[config.mk]
export PLATFORM = sky130hd
export DESIGN_NAME = bounded_deque_search_remove
export DESIGN_NICKNAME = d
export VERILOG_FILES = /design/src/rtl/bdsr_pkg.sv /design/src/rtl/bdsr_store.sv /design/src/rtl/bounded_deque_search_remove.sv
export SDC_FILE = /design/constraint.sdc
export NUM_CORES = 1
export LEC_CHECK = 0
export BUFFER_PORTS_ARGS = -buffer_cell sky130_fd_sc_hd__buf_2
export CAP_MARGIN = 30
export CELL_PAD_IN_SITES_DETAIL_PLACEMENT = 1
export CELL_PAD_IN_SITES_GLOBAL_PLACEMENT = 1
export CORE_AREA = 2 2 263 265
export CTS_CLUSTER_DIAMETER = 100
export DETAILED_ROUTE_END_ITERATION = 16
export DIE_AREA = 0 0 265 267
export PLACE_DENSITY = 0.6
export SLEW_MARGIN = 20
export SYNTH_ARGS = -nofsm -noshare
export SYNTH_HDL_FRONTEND = slang
export SYNTH_SLANG_ARGS = --single-unit
[constraint.sdc]
create_clock -name clk -period 12.3 [get_ports clk]
set_input_delay 1.23 -clock clk [delete_from_list [all_inputs] [get_ports clk]]
set_output_delay 1.23 -clock clk [all_outputs]
set_load 0.005 [all_outputs]
[src/rtl/bdsr_pkg.sv]
// Shared types and constants for the bounded deque with search and remove.
package bdsr_pkg;

  localparam int DATA_W      = 32;
  localparam int CMD_W       = 3;
  localparam int STATUS_W    = 2;
  localparam int LEN_W       = 5;
  localparam int IN_TDATA_W  = 40;
  localparam int OUT_TDATA_W = 40;

  typedef enum logic [CMD_W-1:0] {
    CMD_PUSH_FRONT = 3'd0,
    CMD_PUSH_BACK  = 3'd1,
    CMD_POP_FRONT  = 3'd2,
    CMD_POP_BACK   = 3'd3,
    CMD_SEARCH     = 3'd4,
    CMD_REMOVE     = 3'd5
  } cmd_t;

  typedef enum logic [STATUS_W-1:0] {
    ST_OK    = 2'd0,
    ST_FULL  = 2'd1,
    ST_EMPTY = 2'd2,
    ST_MISS  = 2'd3
  } status_t;

  typedef enum logic [2:0] {
    S_IDLE,
    S_EXEC,
    S_POP_DATA,
    S_SCAN_RD,
    S_SCAN_CMP,
    S_SHIFT_RD,
    S_SHIFT_WR,
    S_DONE
  } state_t;

  typedef struct packed {
    status_t           status;
    logic [DATA_W-1:0] popped;
    logic              found;
  } res_t;

endpackage

[src/rtl/bdsr_store.sv]
// Entry store: single write port and one registered read port.
module bdsr_store #(
  parameter int DEPTH = 16,
  parameter int AW    = $clog2(DEPTH)
) (
  input  logic                        clk,
  input  logic                        wr_en,
  input  logic [AW-1:0]               wr_addr,
  input  logic [bdsr_pkg::DATA_W-1:0] wr_data,
  input  logic                        rd_en,
  input  logic [AW-1:0]               rd_addr,
  output logic [bdsr_pkg::DATA_W-1:0] rd_data
);
  import bdsr_pkg::*;

  logic [DATA_W-1:0] mem_r [DEPTH];
  logic [DATA_W-1:0] rd_data_r;

  always_ff @(posedge clk) begin
    if (wr_en) begin
      mem_r[wr_addr] <= wr_data;
    end
  end

  always_ff @(posedge clk) begin
    if (rd_en) begin
      rd_data_r <= mem_r[rd_addr];
    end
  end

  assign rd_data = rd_data_r;

endmodule

[src/rtl/bounded_deque_search_remove.sv]
// Top level of the bounded deque with search and remove-first-match.
//
// The block keeps an ordered list of up to DEPTH 32-bit values in a circular
// store with one write and one read port and takes one command item at a
// time: push front, push back, pop front, pop back, search, or remove the
// first match (counted from the front). Every item returns exactly one
// result item carrying status, popped value, found flag and the length after
// the command. A small sequencer drives one slot adder (front index plus
// position, wrapped at DEPTH), the store's single read port and one 32-bit
// comparator, so each entry visited takes a state that issues the read and
// a state that uses the registered data. A search examines at most length
// entries, and a remove scans for the first match and then moves every later
// entry one place forward. The input is ready only while the sequencer is
// idle; a finished result sits in an output register, so the next item can
// be accepted while it waits. The store needs no clearing after reset,
// because only entries inside the list are ever read.
module bounded_deque_search_remove #(
  parameter int DEPTH = 16
) (
  input  logic                             clk,
  input  logic                             rst_n,
  input  logic                             in_tvalid,
  output logic                             in_tready,
  // Fields from bit 0: command[2:0], value[34:3], zero padding[39:35].
  input  logic [bdsr_pkg::IN_TDATA_W-1:0]  in_tdata,
  output logic                             out_tvalid,
  input  logic                             out_tready,
  // Fields from bit 0: status[1:0], popped_value[33:2], found[34],
  // length[39:35].
  output logic [bdsr_pkg::OUT_TDATA_W-1:0] out_tdata
);
  import bdsr_pkg::*;

  localparam int AW = (DEPTH > 1) ? $clog2(DEPTH) : 1;
  localparam int CW = $clog2(DEPTH + 1);
  localparam int LW = (CW > LEN_W) ? CW : LEN_W;

  // Sequencer and list state.
  state_t            state_r, state_nxt;
  cmd_t              cmd_r, cmd_nxt;
  logic [DATA_W-1:0] value_r, value_nxt;
  logic [AW-1:0]     head_r, head_nxt;
  logic [CW-1:0]     count_r, count_nxt;
  logic [CW-1:0]     pos_r, pos_nxt;
  res_t              res_r, res_nxt;

  // Output register.
  logic                   out_valid_r, out_valid_nxt;
  logic [OUT_TDATA_W-1:0] out_data_r, out_data_nxt;

  // Store port.
  logic              wr_en;
  logic [AW-1:0]     wr_addr;
  logic [DATA_W-1:0] wr_data;
  logic              rd_en;
  logic [DATA_W-1:0] rd_data;

  // Shared slot adder: position from the front to physical slot.
  logic [CW-1:0] slot_pos;
  logic [CW:0]   slot_sum;
  logic [CW:0]   slot_wrap;
  logic [AW-1:0] slot_idx;

  logic          in_fire;
  logic          full;
  logic          empty;
  logic          match;
  logic          out_free;
  logic [CW-1:0] pos_inc;
  logic          more_after;
  logic          shift_more;
  logic [AW-1:0] head_dec;
  logic [AW-1:0] head_inc;
  logic [LW-1:0] len_ext;

  assign in_tready  = (state_r == S_IDLE);
  assign in_fire    = in_tvalid && in_tready;
  assign out_tvalid = out_valid_r;
  assign out_tdata  = out_data_r;
  assign out_free   = !out_valid_r || out_tready;

  assign full       = (count_r == CW'(DEPTH));
  assign empty      = (count_r == '0);
  assign match      = (rd_data == value_r);
  assign pos_inc    = pos_r + CW'(1);
  assign more_after = (pos_inc < count_r);
  // Another entry still has to move when pos + 2 is inside the list.
  assign shift_more = (({1'b0, pos_r} + (CW+1)'(2)) < {1'b0, count_r});

  assign head_dec = (head_r == '0) ? AW'(DEPTH - 1) : head_r - AW'(1);
  assign head_inc = (head_r == AW'(DEPTH - 1)) ? '0 : head_r + AW'(1);

  // Operand of the slot adder for each step of the sequence.
  always_comb begin
    slot_pos = pos_r;
    case (state_r)
      S_EXEC: begin
        if (cmd_r == CMD_PUSH_BACK) begin
          slot_pos = count_r;
        end else if (cmd_r == CMD_POP_BACK) begin
          slot_pos = count_r - CW'(1);
        end else begin
          slot_pos = '0;
        end
      end
      S_SHIFT_RD: slot_pos = pos_inc;
      default:    slot_pos = pos_r;
    endcase
  end

  // Whenever the slot is used both operands are below DEPTH, so one compare
  // and subtract wraps the sum.
  assign slot_sum  = (CW+1)'(head_r) + (CW+1)'(slot_pos);
  assign slot_wrap = (slot_sum >= (CW+1)'(DEPTH)) ? slot_sum - (CW+1)'(DEPTH) : slot_sum;
  assign slot_idx  = slot_wrap[AW-1:0];

  assign len_ext = LW'(count_r);

  // Next state.
  always_comb begin
    state_nxt = state_r;
    case (state_r)
      S_IDLE: begin
        if (in_fire) begin
          state_nxt = S_EXEC;
        end
      end
      S_EXEC: begin
        case (cmd_r)
          CMD_POP_FRONT, CMD_POP_BACK: state_nxt = empty ? S_DONE : S_POP_DATA;
          CMD_SEARCH, CMD_REMOVE:      state_nxt = empty ? S_DONE : S_SCAN_RD;
          default:                     state_nxt = S_DONE;
        endcase
      end
      S_POP_DATA: state_nxt = S_DONE;
      S_SCAN_RD:  state_nxt = S_SCAN_CMP;
      S_SCAN_CMP: begin
        if (match) begin
          state_nxt = (cmd_r == CMD_REMOVE && more_after) ? S_SHIFT_RD : S_DONE;
        end else begin
          state_nxt = more_after ? S_SCAN_RD : S_DONE;
        end
      end
      S_SHIFT_RD: state_nxt = S_SHIFT_WR;
      S_SHIFT_WR: state_nxt = shift_more ? S_SHIFT_RD : S_DONE;
      S_DONE: begin
        if (out_free) begin
          state_nxt = S_IDLE;
        end
      end
      default: state_nxt = S_IDLE;
    endcase
  end

  // Datapath and store controls.
  always_comb begin
    cmd_nxt       = cmd_r;
    value_nxt     = value_r;
    head_nxt      = head_r;
    count_nxt     = count_r;
    pos_nxt       = pos_r;
    res_nxt       = res_r;
    out_valid_nxt = out_valid_r && !out_tready;
    out_data_nxt  = out_data_r;
    wr_en         = 1'b0;
    wr_addr       = slot_idx;
    wr_data       = value_r;
    rd_en         = 1'b0;
    case (state_r)
      S_IDLE: begin
        if (in_fire) begin
          cmd_nxt   = cmd_t'(in_tdata[CMD_W-1:0]);
          value_nxt = in_tdata[CMD_W +: DATA_W];
          pos_nxt   = '0;
          res_nxt   = '{status: ST_OK, popped: '0, found: 1'b0};
        end
      end
      S_EXEC: begin
        case (cmd_r)
          CMD_PUSH_FRONT: begin
            if (full) begin
              res_nxt.status = ST_FULL;
            end else begin
              wr_en     = 1'b1;
              wr_addr   = head_dec;
              head_nxt  = head_dec;
              count_nxt = count_r + CW'(1);
            end
          end
          CMD_PUSH_BACK: begin
            if (full) begin
              res_nxt.status = ST_FULL;
            end else begin
              wr_en     = 1'b1;
              count_nxt = count_r + CW'(1);
            end
          end
          CMD_POP_FRONT: begin
            if (empty) begin
              res_nxt.status = ST_EMPTY;
            end else begin
              rd_en     = 1'b1;
              head_nxt  = head_inc;
              count_nxt = count_r - CW'(1);
            end
          end
          CMD_POP_BACK: begin
            if (empty) begin
              res_nxt.status = ST_EMPTY;
            end else begin
              rd_en     = 1'b1;
              count_nxt = count_r - CW'(1);
            end
          end
          CMD_SEARCH, CMD_REMOVE: begin
            if (empty) begin
              res_nxt.status = ST_MISS;
            end
          end
          default: begin
            // Unused command codes leave the list alone and report ok.
          end
        endcase
      end
      S_POP_DATA: res_nxt.popped = rd_data;
      S_SCAN_RD:  rd_en = 1'b1;
      S_SCAN_CMP: begin
        if (match) begin
          res_nxt.found = 1'b1;
          // A match at the back needs no entries moved.
          if (cmd_r == CMD_REMOVE && !more_after) begin
            count_nxt = count_r - CW'(1);
          end
        end else begin
          pos_nxt = pos_inc;
          if (!more_after) begin
            res_nxt.status = ST_MISS;
          end
        end
      end
      S_SHIFT_RD: rd_en = 1'b1;
      S_SHIFT_WR: begin
        wr_en   = 1'b1;
        wr_data = rd_data;
        pos_nxt = pos_inc;
        if (!shift_more) begin
          count_nxt = count_r - CW'(1);
        end
      end
      S_DONE: begin
        if (out_free) begin
          out_valid_nxt = 1'b1;
          out_data_nxt  = {len_ext[LEN_W-1:0], res_r.found, res_r.popped, res_r.status};
        end
      end
      default: begin
      end
    endcase
  end

  always_ff @(posedge clk) begin
    if (!rst_n) begin
      state_r     <= S_IDLE;
      head_r      <= '0;
      count_r     <= '0;
      out_valid_r <= 1'b0;
    end else begin
      state_r     <= state_nxt;
      head_r      <= head_nxt;
      count_r     <= count_nxt;
      out_valid_r <= out_valid_nxt;
    end
  end

  always_ff @(posedge clk) begin
    cmd_r      <= cmd_nxt;
    value_r    <= value_nxt;
    pos_r      <= pos_nxt;
    res_r      <= res_nxt;
    out_data_r <= out_data_nxt;
  end

  bdsr_store #(
    .DEPTH (DEPTH),
    .AW    (AW)
  ) u_store (
    .clk     (clk),
    .wr_en   (wr_en),
    .wr_addr (wr_addr),
    .wr_data (wr_data),
    .rd_en   (rd_en),
    .rd_addr (slot_idx),
    .rd_data (rd_data)
  );

  // The list never holds more than DEPTH entries.
  a_count_bound: assert property (@(posedge clk) disable iff (!rst_n)
    count_r <= CW'(DEPTH))
    else $error("entry count above depth");

  // The front index always names a real slot.
  a_head_bound: assert property (@(posedge clk) disable iff (!rst_n)
    head_r <= AW'(DEPTH - 1))
    else $error("front index out of range");

  // A new result is only loaded from the completion step.
  a_out_from_done: assert property (@(posedge clk) disable iff (!rst_n)
    (out_valid_r && !$past(out_valid_r)) |-> $past(state_r == S_DONE))
    else $error("result produced outside completion step");

  // An accepted item always starts the sequencer.
  a_fire_starts: assert property (@(posedge clk) disable iff (!rst_n)
    in_fire |=> (state_r == S_EXEC))
    else $error("accepted item did not start execution");

  // A found flag comes only with an ok status.
  a_found_ok: assert property (@(posedge clk) disable iff (!rst_n)
    (out_valid_r && out_data_r[STATUS_W + DATA_W]) |-> (out_data_r[STATUS_W-1:0] == ST_OK))
    else $error("found flag with failing status");

endmodule

==> flow_summary.toml, run 1 <==
[logic_synthesis]
synth_warnings = 0
synth_top_flop_cell = "edfxtp_1"
synth_cells = 1331
synth_edf_count = 659
synth.largest_area_cell = "edfxtp_1"
yosysMostFrequentCell = "edfxtp_1"
synth_nets = 1398
ys_top_cells_by_area = "edfxtp_1, mux4_2, mux2i_1"
synth_area_per_cell_um2 = 20.2
async_flop_share_pct = 0
ys_seq_area_share_pct = 74.6
synth_top_area_share_pct = 73.7
yosys-top-cells-count = "edfxtp_1, mux4_2, mux2i_1"
synth_area_mm2 = 0.0269
ys_types = 59
ys_seq_elements = 672

[setup_path]
critPathKind = "reg2reg"
cp.arrival_ps = 6050
startpoint = "count_r[0]"
critPathRequiredTime_ps = 12610
cp-start-kind = "flop"
worstReg2RegStart = "count_r[0]"
endpoint_kind = "flop"
path_max_fanout = 52

[clock_tree]
cts_root_buf = "clkbuf_16"
cts.htree.levels = 3
cts_setup_buffers = 0
path_clk_slew_ps = 60
cts_tree = "yes"
cts_buffer_depth = 3
clk_latency_ps = 620
cts_resized = 0
cts_sinks = 672
cts_buffers = 73
ctsHoldBuffers = 0

[timing]
fin_crit_sh_pct = 46.7
setup_tns_ps = 0
hold_violations = 0
clock.fmax_mhz = 174
max_slew_margin_pct = 42.0
setup-violations-final = 0
worstMarginPinSlew_ps = 870
final.setup_skew_ps = 19.8
finalHoldWorstSlack_ps = 404
setup_ws_ps = 6550
rsz0062_at_grt = "no"
slew_viol_final = 0
min_period_ps = 5750

[routing]
drt_iter0_drc = 1116
postRouteAntennaNets = 0
drc = 0
drtPass1Iterations = 5
routed_wl_um = 65200
wl_per_cell_um = 27.2
viasPerCell = 5.43
route.vias.total = 13000

[floorplan]
io_pins = 86
initial_utilization_pct = 39.5
die_h_um = 267
core_area_mm2 = 0.0680
die_area_mm2 = 0.0708
die_w_um = 265
rows = 96

[pwr]
p_sw_share_pct = 32.1
power.share.combinational_pct = 32.7
internal-power_mw = 5.26
max-vdd-ir-drop_mv = 0.170
clockPowerShare_pct = 26.8
p_leak_nw = 10.0
pwr-share-seq_pct = 40.5
p_per_area_mw_per_mm2 = 251
p_sw_mw = 2.48

[place]
dpl.hpwl_um = 35900
numPortBuffers = 80
pre_cts_ws_ps = 6520
routabilityCongestion = 0.777

[run]
cap_violations = 0

[final_layout]
antenna-diode-count = 0
final_util_pct = 45.3
syn2layout_area_growth_pct = 14.7
drive_above_1_share_pct = 27.3
fin_nets = 1528

[global_routing]
grt_use_total_pct = 18.8
grt_max_degree = 53
grt_pass1_vias = 14000
antenna_found_initial = 0
grt_overflow = 0
grt_pass1_wl_um = 95000

[hold_path]
hold_start = "res_r[28]"
hold_path.class = "reg2reg"

[status]
status = "complete, no violations"
[critical path: stages (launching register included)]
cell	delay, ps
dfxtp_1	570
inv_1	140
ha_1	350
a21oi_1	190
a22oi_1	110
o21ai_0	300
inv_1	110
fa_4	1280
buf_4	770
nor3b_1	130
o21ai_1	700
nor2_4	300
buf_4	370
[kinds of logic after synthesis]
| family | count (synthesis) | synth area share (%) |
|---|---|---|
| flops | 672 | 74.6 |
| compound gates | 77 | 1.86 |
| xor+xnor | 47 | 1.60 |
| simple gates | 166 | 3.47 |
| fa+ha+maj | 23 | 1.10 |
| buf+inv | 80 | 1.31 |
| mux | 266 | 16.0 |
[state kept, by name, indices dropped and copies added (netlist names)]
register         cells
u_store.mem_r      512
out_tdata           40
res_r               35
u_store.rd_data     32
value_r             32
count_r              5
pos_r                5
head_r               4
cmd_r                3
state_r              3
out_tvalid           1
[power by group through the flow]
| stage | clock, mW | combinational [mW] | sequential [mW] |
|---|---|---|---|
| after CTS | 2.13 | 2.59 | 3.14 |
| after floorplan | 0 | 1.88 | 3.10 |
| after detailed placement | 0 | 2.59 | 3.19 |
| final | 2.07 | 2.53 | 3.13 |
| after global routing | 2.21 | 2.74 | 3.16 |
| after global placement | 0 | 2.53 | 3.17 |
[final timing paths]
check	endpoint	slack, ps	depth (start not counted)
setup / recovery	u_store.mem_r[11][23]	6550	12
hold / removal	out_tdata[29]	400	0
setup reg to reg	u_store.mem_r[11][23]	6550	12
hold reg to reg	out_tdata[29]	400	0
[stage by stage]
stage	instances	instance area, um^2	power, mW
finish	2397	30800	7.74
global route	2397	30800	8.10
CTS	2397	30800	7.86
detailed placement	2268	28600	5.77
global placement	2267	28500	5.71
floorplan	1331	26900	4.98
[placed cells by master (no fill, tap or decap), types with 4 or more instances in the layout]
| master | n |
|---|---|
| nand3_1 | 8 |
| edfxtp_1 | 659 |
| buf_4 | 33 |
| nand4_1 | 10 |
| inv_1 | 20 |
| o211ai_1 | 4 |
| and2_1 | 39 |
| nor4_1 | 4 |
| and3_1 | 4 |
| nor2_1 | 15 |
| nor3_2 | 4 |
| bufinv_16 | 4 |
| buf_2 | 81 |
| a21oi_1 | 26 |
| clkbuf_16 | 73 |
| clkinvlp_4 | 4 |
| clkinv_1 | 20 |
| mux2_2 | 34 |
| o21ai_0 | 13 |
| nor2_4 | 13 |
| dfxtp_1 | 13 |
| nand2_1 | 27 |
| a21oi_4 | 5 |
| xnor2_1 | 41 |
| a22oi_1 | 4 |
| mux4_2 | 128 |
| clkbuf_1 | 11 |
| nor3_1 | 12 |
| nor3b_1 | 8 |
| a211oi_1 | 4 |
| xor2_1 | 4 |
| mux2i_1 | 104 |
| ha_1 | 21 |
| clkinv_2 | 9 |
| nor2b_1 | 5 |
[per-layer routing]
metal / track usage [%] / wire length, um
met5: 0 / 0
met4: 5.94 / 1590
met3: 2.83 / 2740
met2: 32.2 / 32800
met1: 24.8 / 28000
[layout make-up]
| cell class | count | area, um^2 |
|---|---|---|
| clock buffers | 84 | 1870 |
| clock inverters | 45 | 384 |
| fillers | 6329 | 37200 |
| inverters | 21 | 78.8 |
| multi-input cells | 579 | 6670 |
| flip-flops and latches | 672 | 20000 |
| well taps | 882 | 1100 |
| repair buffers | 114 | 653 |
(Power assumes the default switching activity.)
==> run 2: changes to the inputs <==
Settings changed: ABC_AREA set to 1, CORE_AREA 2 2 263 265 to 2 2 265 267, DIE_AREA 0 0 265 267 to 0 0 267 269, PLACE_DENSITY 0.6 to 0.63.
Clock period 12.3 ns to 6 ns, I/O delays scaled along.
==> run 2 against run 1 <==
Effect of this change:
- first-iteration DRC count increased by 20%
- die area increased by 1.5%
- flip-flop and latch count unchanged
- critical path depth increased by 1
- sequential power increased by 110%
- non-clock buffer count increased by 35
- via count increased by 35%
- core utilization increased by 0.48 points
- sequential share of layout area decreased by 1.9 points
- wire length increased by 12%
- total power increased by 130%
==> flow_summary.toml, run 2 <==
[clock_tree]
cts_sinks = 672
path_clk_slew_ps = 60
cts_setup_buffers = 0
cts_buffers = 74
clk_latency_ps = 620
cts.htree.levels = 3
ctsHoldBuffers = 0
cts_tree = "yes"
cts_buffer_depth = 3
cts_root_buf = "clkbuf_16"
cts_resized = 0

[floorplan]
initial_utilization_pct = 39.4
core_area_mm2 = 0.0693
die_area_mm2 = 0.0718
die_h_um = 269
die_w_um = 267
rows = 97
io_pins = 86

[final_layout]
n_fill_cell = 7074
syn2layout_area_growth_pct = 16.3
largest_register_ffs = 512
drive_above_1_share_pct = 13.0
final_cell_mix = "edfxtp_1, o21ai_0, nor2_1, nand2_1, inv_1"
layout_commonest_cell = "edfxtp_1"
multiInputGateArea_mm2 = 0.00646
final_util_pct = 45.8
fin_nets = 2332
regMostFlops = "u_store.mem_r"
final-seq-area_mm2 = 0.0200

[timing]
rsz0062_at_grt = "no"
hold_violations = 0
max_slew_margin_pct = 36.8
setup_tns_ps = 0
worstMarginPinSlew_ps = 946
setup-violations-final = 0
min_period_ps = 4730
clock.fmax_mhz = 211
fin_crit_sh_pct = 78.8
slew_viol_final = 0
final.setup_skew_ps = 22.5

[setup_path]
r2r_end = "u_store.rd_data[1]"
endpoint_kind = "flop"
crit_chain = "inv_1, ha_1, nor2_1, nor2_1, o22ai_1, a21oi_1, fa_4, inv_2, buf_12, o21ai_0, o221ai_1, o21ai_0, o21ai_0"
critPathKind = "reg2reg"
crit_top_cell = "o21ai_0"
critPathRequiredTime_ps = 6320
cp.arrival_ps = 5050
worstReg2RegStart = "count_r[0]"
cp-start-kind = "flop"
path_max_fanout = 128
r2r_setup_slack_ps = 1270
cpLargestDelayFamily = "compound AO/OA/AOI/OAI gates"
reg2regPathDepth = 13
crit_slowest_cell = "fa_4"
critical-path-max-stage-delay_ps = 900
cp.buffers_inverters = 3

[logic_synthesis]
synth_edf_count = 659
synth_top_area_share_pct = 72.5
synth_nets = 2225
yosys-top-cells-count = "edfxtp_1, o21ai_0, nor2_1"
ys_top_cells_by_area = "edfxtp_1, o21ai_0, nor2_1"
yosysMostFrequentCell = "edfxtp_1"
synth_area_mm2 = 0.0273
ys_seq_area_share_pct = 73.5
ys_types = 41
ys_seq_elements = 672
async_flop_share_pct = 0
synth_area_per_cell_um2 = 12.6
synth_top_flop_cell = "edfxtp_1"
synth.largest_area_cell = "edfxtp_1"
synth_cells = 2158
synth_warnings = 0

[routing]
viasPerCell = 5.38
drt_iter0_drc = 1335
drtPass1Iterations = 5
routed_wl_um = 73300
drc = 0
postRouteAntennaNets = 0
wl_per_cell_um = 22.5
route.vias.total = 17500

[status]
status = "complete, no violations"

[global_routing]
grt_pass1_vias = 18400
grt_overflow = 0
grt_use_total_pct = 20.5
antenna_found_initial = 1
grt_pass1_wl_um = 111000
grt_max_degree = 129

[pwr]
p_per_area_mw_per_mm2 = 566
p_leak_nw = 10.8
max-vdd-ir-drop_mv = 0.561

[run]
cap_violations = 0

[place]
numPortBuffers = 80
dpl.hpwl_um = 44800
routabilityCongestion = 0.894

[hold_path]
min_path_cells = 1
min_to = "value_r[11]"
hold_path.class = "in2reg"
hold_start = "in_tdata[14]"
run 2: worst max-delay path by stage:
stage / from / to / slack, ps / cells after the start
2_1_floorplan: cmd_r[2] / u_store.mem_r[12][0] / 1770 / 17
3_3_place_gp: cmd_r[2] / u_store.mem_r[5][24] / 1300 / 17
3_5_place_dp: state_r[0] / u_store.mem_r[5][24] / 1250 / 15
4_1_cts: state_r[0] / u_store.mem_r[5][25] / 1230 / 15
5_1_grt: count_r[0] / u_store.rd_data[1] / 1090 / 13
6_report: count_r[0] / u_store.rd_data[1] / 1270 / 13
run 2: logic make-up (layout without fill, tap and decap cells):
kind of cell             count (synthesis)  count (layout)  share of synthesized area (%)
AO/OA/AOI/OAI                          572             572                           12.1
AND/OR/NAND/NOR                        624             624                           9.10
XOR/XNOR                                19              19                          0.610
adder cells (fa/ha/maj)                 23              23                           1.08
other                                    0               1                              0
flip-flops                             672             672                           73.5
buffers and inverters                  248             406                           3.62
run 2: final cells by class:
cell class	count	share of cell area [%]
Sequential cell	672	63.2
Antenna cell	1	0.00789
Clock inverter	40	1.46
Inverter	130	1.55
Clock buffer	87	6.28
Tap cell	940	3.71
Multi-Input combinational cell	1238	20.4
Timing Repair Buffer	149	3.45
run 2: power by group:
part	switching, mW	internal, mW
combinational	4.94	1.93
sequential	0.298	6.17
clock	1.86	2.76
total	7.10	10.9
run 2: per-stage QoR:
stage                     setup WS, ps  std cells  power, mW  cell area, um^2  hold WS [ps]
after floorplan                   1770       2158       10.9            27300           400
after global placement            1300       3119       13.0            29000           400
after detailed placement          1250       3125       13.4            29200           406
after CTS                         1230       3252       18.0            31600           110
after global routing              1090       3256       19.1            31700           138
final                             1270       3257       18.0            31700           152
run 2: routing by layer:
layer	wire, um	share of wire (%)	vias to the layer above	GRT usage, %
met3	3350	4.6	101	2.68
met2	35500	48	401	35.4
met4	1700	2.3	0	6.13
met1	32800	45	8927	27.1
li1	-	-	8100	-
met5	0	0	-	0
==> run 3: changes to the inputs <==
Settings changed: PLACE_DENSITY 0.63 to 0.65.
Clock period 6 ns to 4.2 ns, I/O delays scaled along.
==> run 3 against run 2 <==
Effect of this change:
- setup slack worse by 980 ps
- clock skew grew 1.1 ps
- combinational power rose by 45%
- core utilization increased by 0.73 points
- hold slack got worse by 110 ps
- maximum frequency grew 21%
- sequential power increased by 43%
- wire length increased by 1.7%
- cell count rose by 1.7%
- via count increased by 2.2%
- critical path type unchanged
==> flow_summary.toml, run 3 (same netlist as run 2, synthesis figures left out) <==
[status]
status = "complete, no violations"

[global_routing]
grt_pass1_vias = 18400
grt_overflow = 0
grt_pass1_wl_um = 112000
antenna_found_initial = 1
grt_use_total_pct = 20.7
grt_max_degree = 185

[run]
cap_violations = 0

[final_layout]
largest_register_ffs = 512
regMostFlops = "u_store.mem_r"
final_cell_mix = "edfxtp_1, o21ai_0, nor2_1, nand2_1, inv_1"
antenna-diode-count = 0
syn2layout_area_growth_pct = 18.1
drive_above_1_share_pct = 13.1
layout_commonest_cell = "edfxtp_1"
fin_nets = 2386
final_area_mm2 = 0.0322

[setup_path]
critPathRequiredTime_ps = 4480
endpoint = "u_store.mem_r[5][2]"
r2r_setup_slack_ps = 290
cp-start-kind = "flop"
cp.arrival_ps = 4190
critical-path-max-stage-delay_ps = 430
r2r_end = "u_store.mem_r[5][2]"
crit_slowest_cell = "dfxtp_1"
path_max_fanout = 24
crit_chain = "inv_1, ha_1, xnor2_1, inv_1, a221oi_1, nor2_1, ha_1, a21oi_1, nand2_1, xor2_1, a21o_1, nand2_2, nand2_1, nand3_1, nor2_4, buf_12"
endpoint_kind = "flop"
critPathKind = "reg2reg"
reg2regPathDepth = 16
startpoint = "count_r[1]"
worstReg2RegStart = "count_r[1]"

[floorplan]
die_area_mm2 = 0.0718
core_area_mm2 = 0.0693
rows = 97
die_h_um = 269
die_w_um = 267
initial_utilization_pct = 39.4
io_pins = 86

[timing]
clock.fmax_mhz = 256
min_period_ps = 3910
final.setup_skew_ps = 23.6
slew_viol_final = 0
hold_violations = 0
rsz0062_at_grt = "no"
worstMarginPinSlew_ps = 867
setup_ws_ps = 288
max_slew_margin_pct = 42.2
fin_crit_sh_pct = 93.1
setup-violations-final = 0

[place]
routabilityCongestion = 0.857
dpl_cell_area_mm2 = 0.0297
pre_cts_ws_ps = 341
dpl.hpwl_um = 45100
numPortBuffers = 80

[pwr]
max-vdd-ir-drop_mv = 1.05
pwr-share-seq_pct = 36.5
p_leak_nw = 11.0
internal-power_mw = 15.3
p_per_area_mw_per_mm2 = 784
power.share.combinational_pct = 39.4
p_sw_share_pct = 39.5
p_sw_mw = 9.98
clockPowerShare_pct = 24.1

[routing]
drt_iter0_drc = 1330
postRouteAntennaNets = 0
drtPass1Iterations = 6
wl_per_cell_um = 22.5
route.vias.total = 17900
drc = 0
viasPerCell = 5.40
routed_wl_um = 74600

[clock_tree]
cts_buffers = 72
cts_resized = 0
clk_latency_ps = 610
cts_tree = "yes"
cts_sinks = 672
cts.htree.levels = 3
cts_setup_buffers = 0
cts_buffer_depth = 3
path_clk_slew_ps = 60
cts_root_buf = "clkbuf_16"

[hold_path]
hold_path.class = "in2reg"
run 3: changes by cell type in the layout (fill, tap and decap cells not counted), sizes merged, moves of 2 or more:
cell         previous run  this run
clkinv                 30        28
inv                   130       132
buf                   149       171
dlygate4sd3             0        34
clkbuf                 87        92
bufinv                  9         5
run 3: worst max-delay path: cells and delay by family (launching register included):
family | cells | cell delay [ps]
AO/OA/AOI/OAI | 3 | 610
XOR/XNOR | 2 | 330
adder cells (fa/ha/maj) | 2 | 630
buffers and inverters | 3 | 490
flip-flops | 1 | 430
AND/OR/NAND/NOR | 6 | 1080
run 3: routing by layer:
metal	wire length (um)	up-vias	global-route usage (%)
met5	0	-	0
met4	1720	0	6.24
met3	3290	102	2.32
met2	37200	452	36.4
met1	32400	9153	26.9
li1	-	8199	-
run 3: stage by stage:
| step | total power [mW] | hold slack [ps] | util, % | TNS (ps) | instances |
|---|---|---|---|---|---|
| 2_1_floorplan | 15.5 | 400 | - | -7210 | 2158 |
| 3_3_place_gp | 18.8 | 401 | 42.7 | 0 | 3148 |
| 3_5_place_dp | 19.3 | 405 | 42.8 | 0 | 3151 |
| 4_1_cts | 25.4 | 17.0 | 46.5 | 0 | 3313 |
| 5_1_grt | 26.7 | 20.5 | 46.5 | 0 | 3313 |
| 6_report | 25.3 | 46.7 | 46.5 | 0 | 3313 |
run 3: final cells by class:
class / count / area, um^2
clock inverters: 36 / 312
fillers: 7040 / 37100
inverters: 130 / 493
well taps: 940 / 1180
flip-flops and latches: 672 / 20000
clock buffers: 92 / 1920
multi-input cells: 1238 / 6450
repair buffers: 205 / 1840
run 3: how the worst min path moves through the flow:
stage / from / endpoint / slack, ps / cells past startpoint
2_1_floorplan: res_r[33] / out_tdata[0] / 400 / 0
3_3_place_gp: res_r[13] / out_tdata[14] / 400 / 0
3_5_place_dp: res_r[10] / out_tdata[11] / 410 / 0
4_1_cts: in_tdata[3] / value_r[0] / 20 / 1
5_1_grt: in_tdata[3] / value_r[0] / 20 / 1
6_report: in_tdata[3] / value_r[0] / 50 / 1
run 3: power by group through the flow:
stage,clock [mW],sequential (mW),combinational [mW]
5_1_grt,6.44,9.29,11.0
6_report,6.08,9.24,9.96
3_3_place_gp,0,9.34,9.44
2_1_floorplan,0,9.20,6.31
4_1_cts,6.19,9.23,10.0
3_5_place_dp,0,9.36,9.90
run 3: repair_timing:
item                                   CTS  global route
hold buffers                            34             0
setup endpoints to repair                0             0
endpoints found under the hold margin   34             0
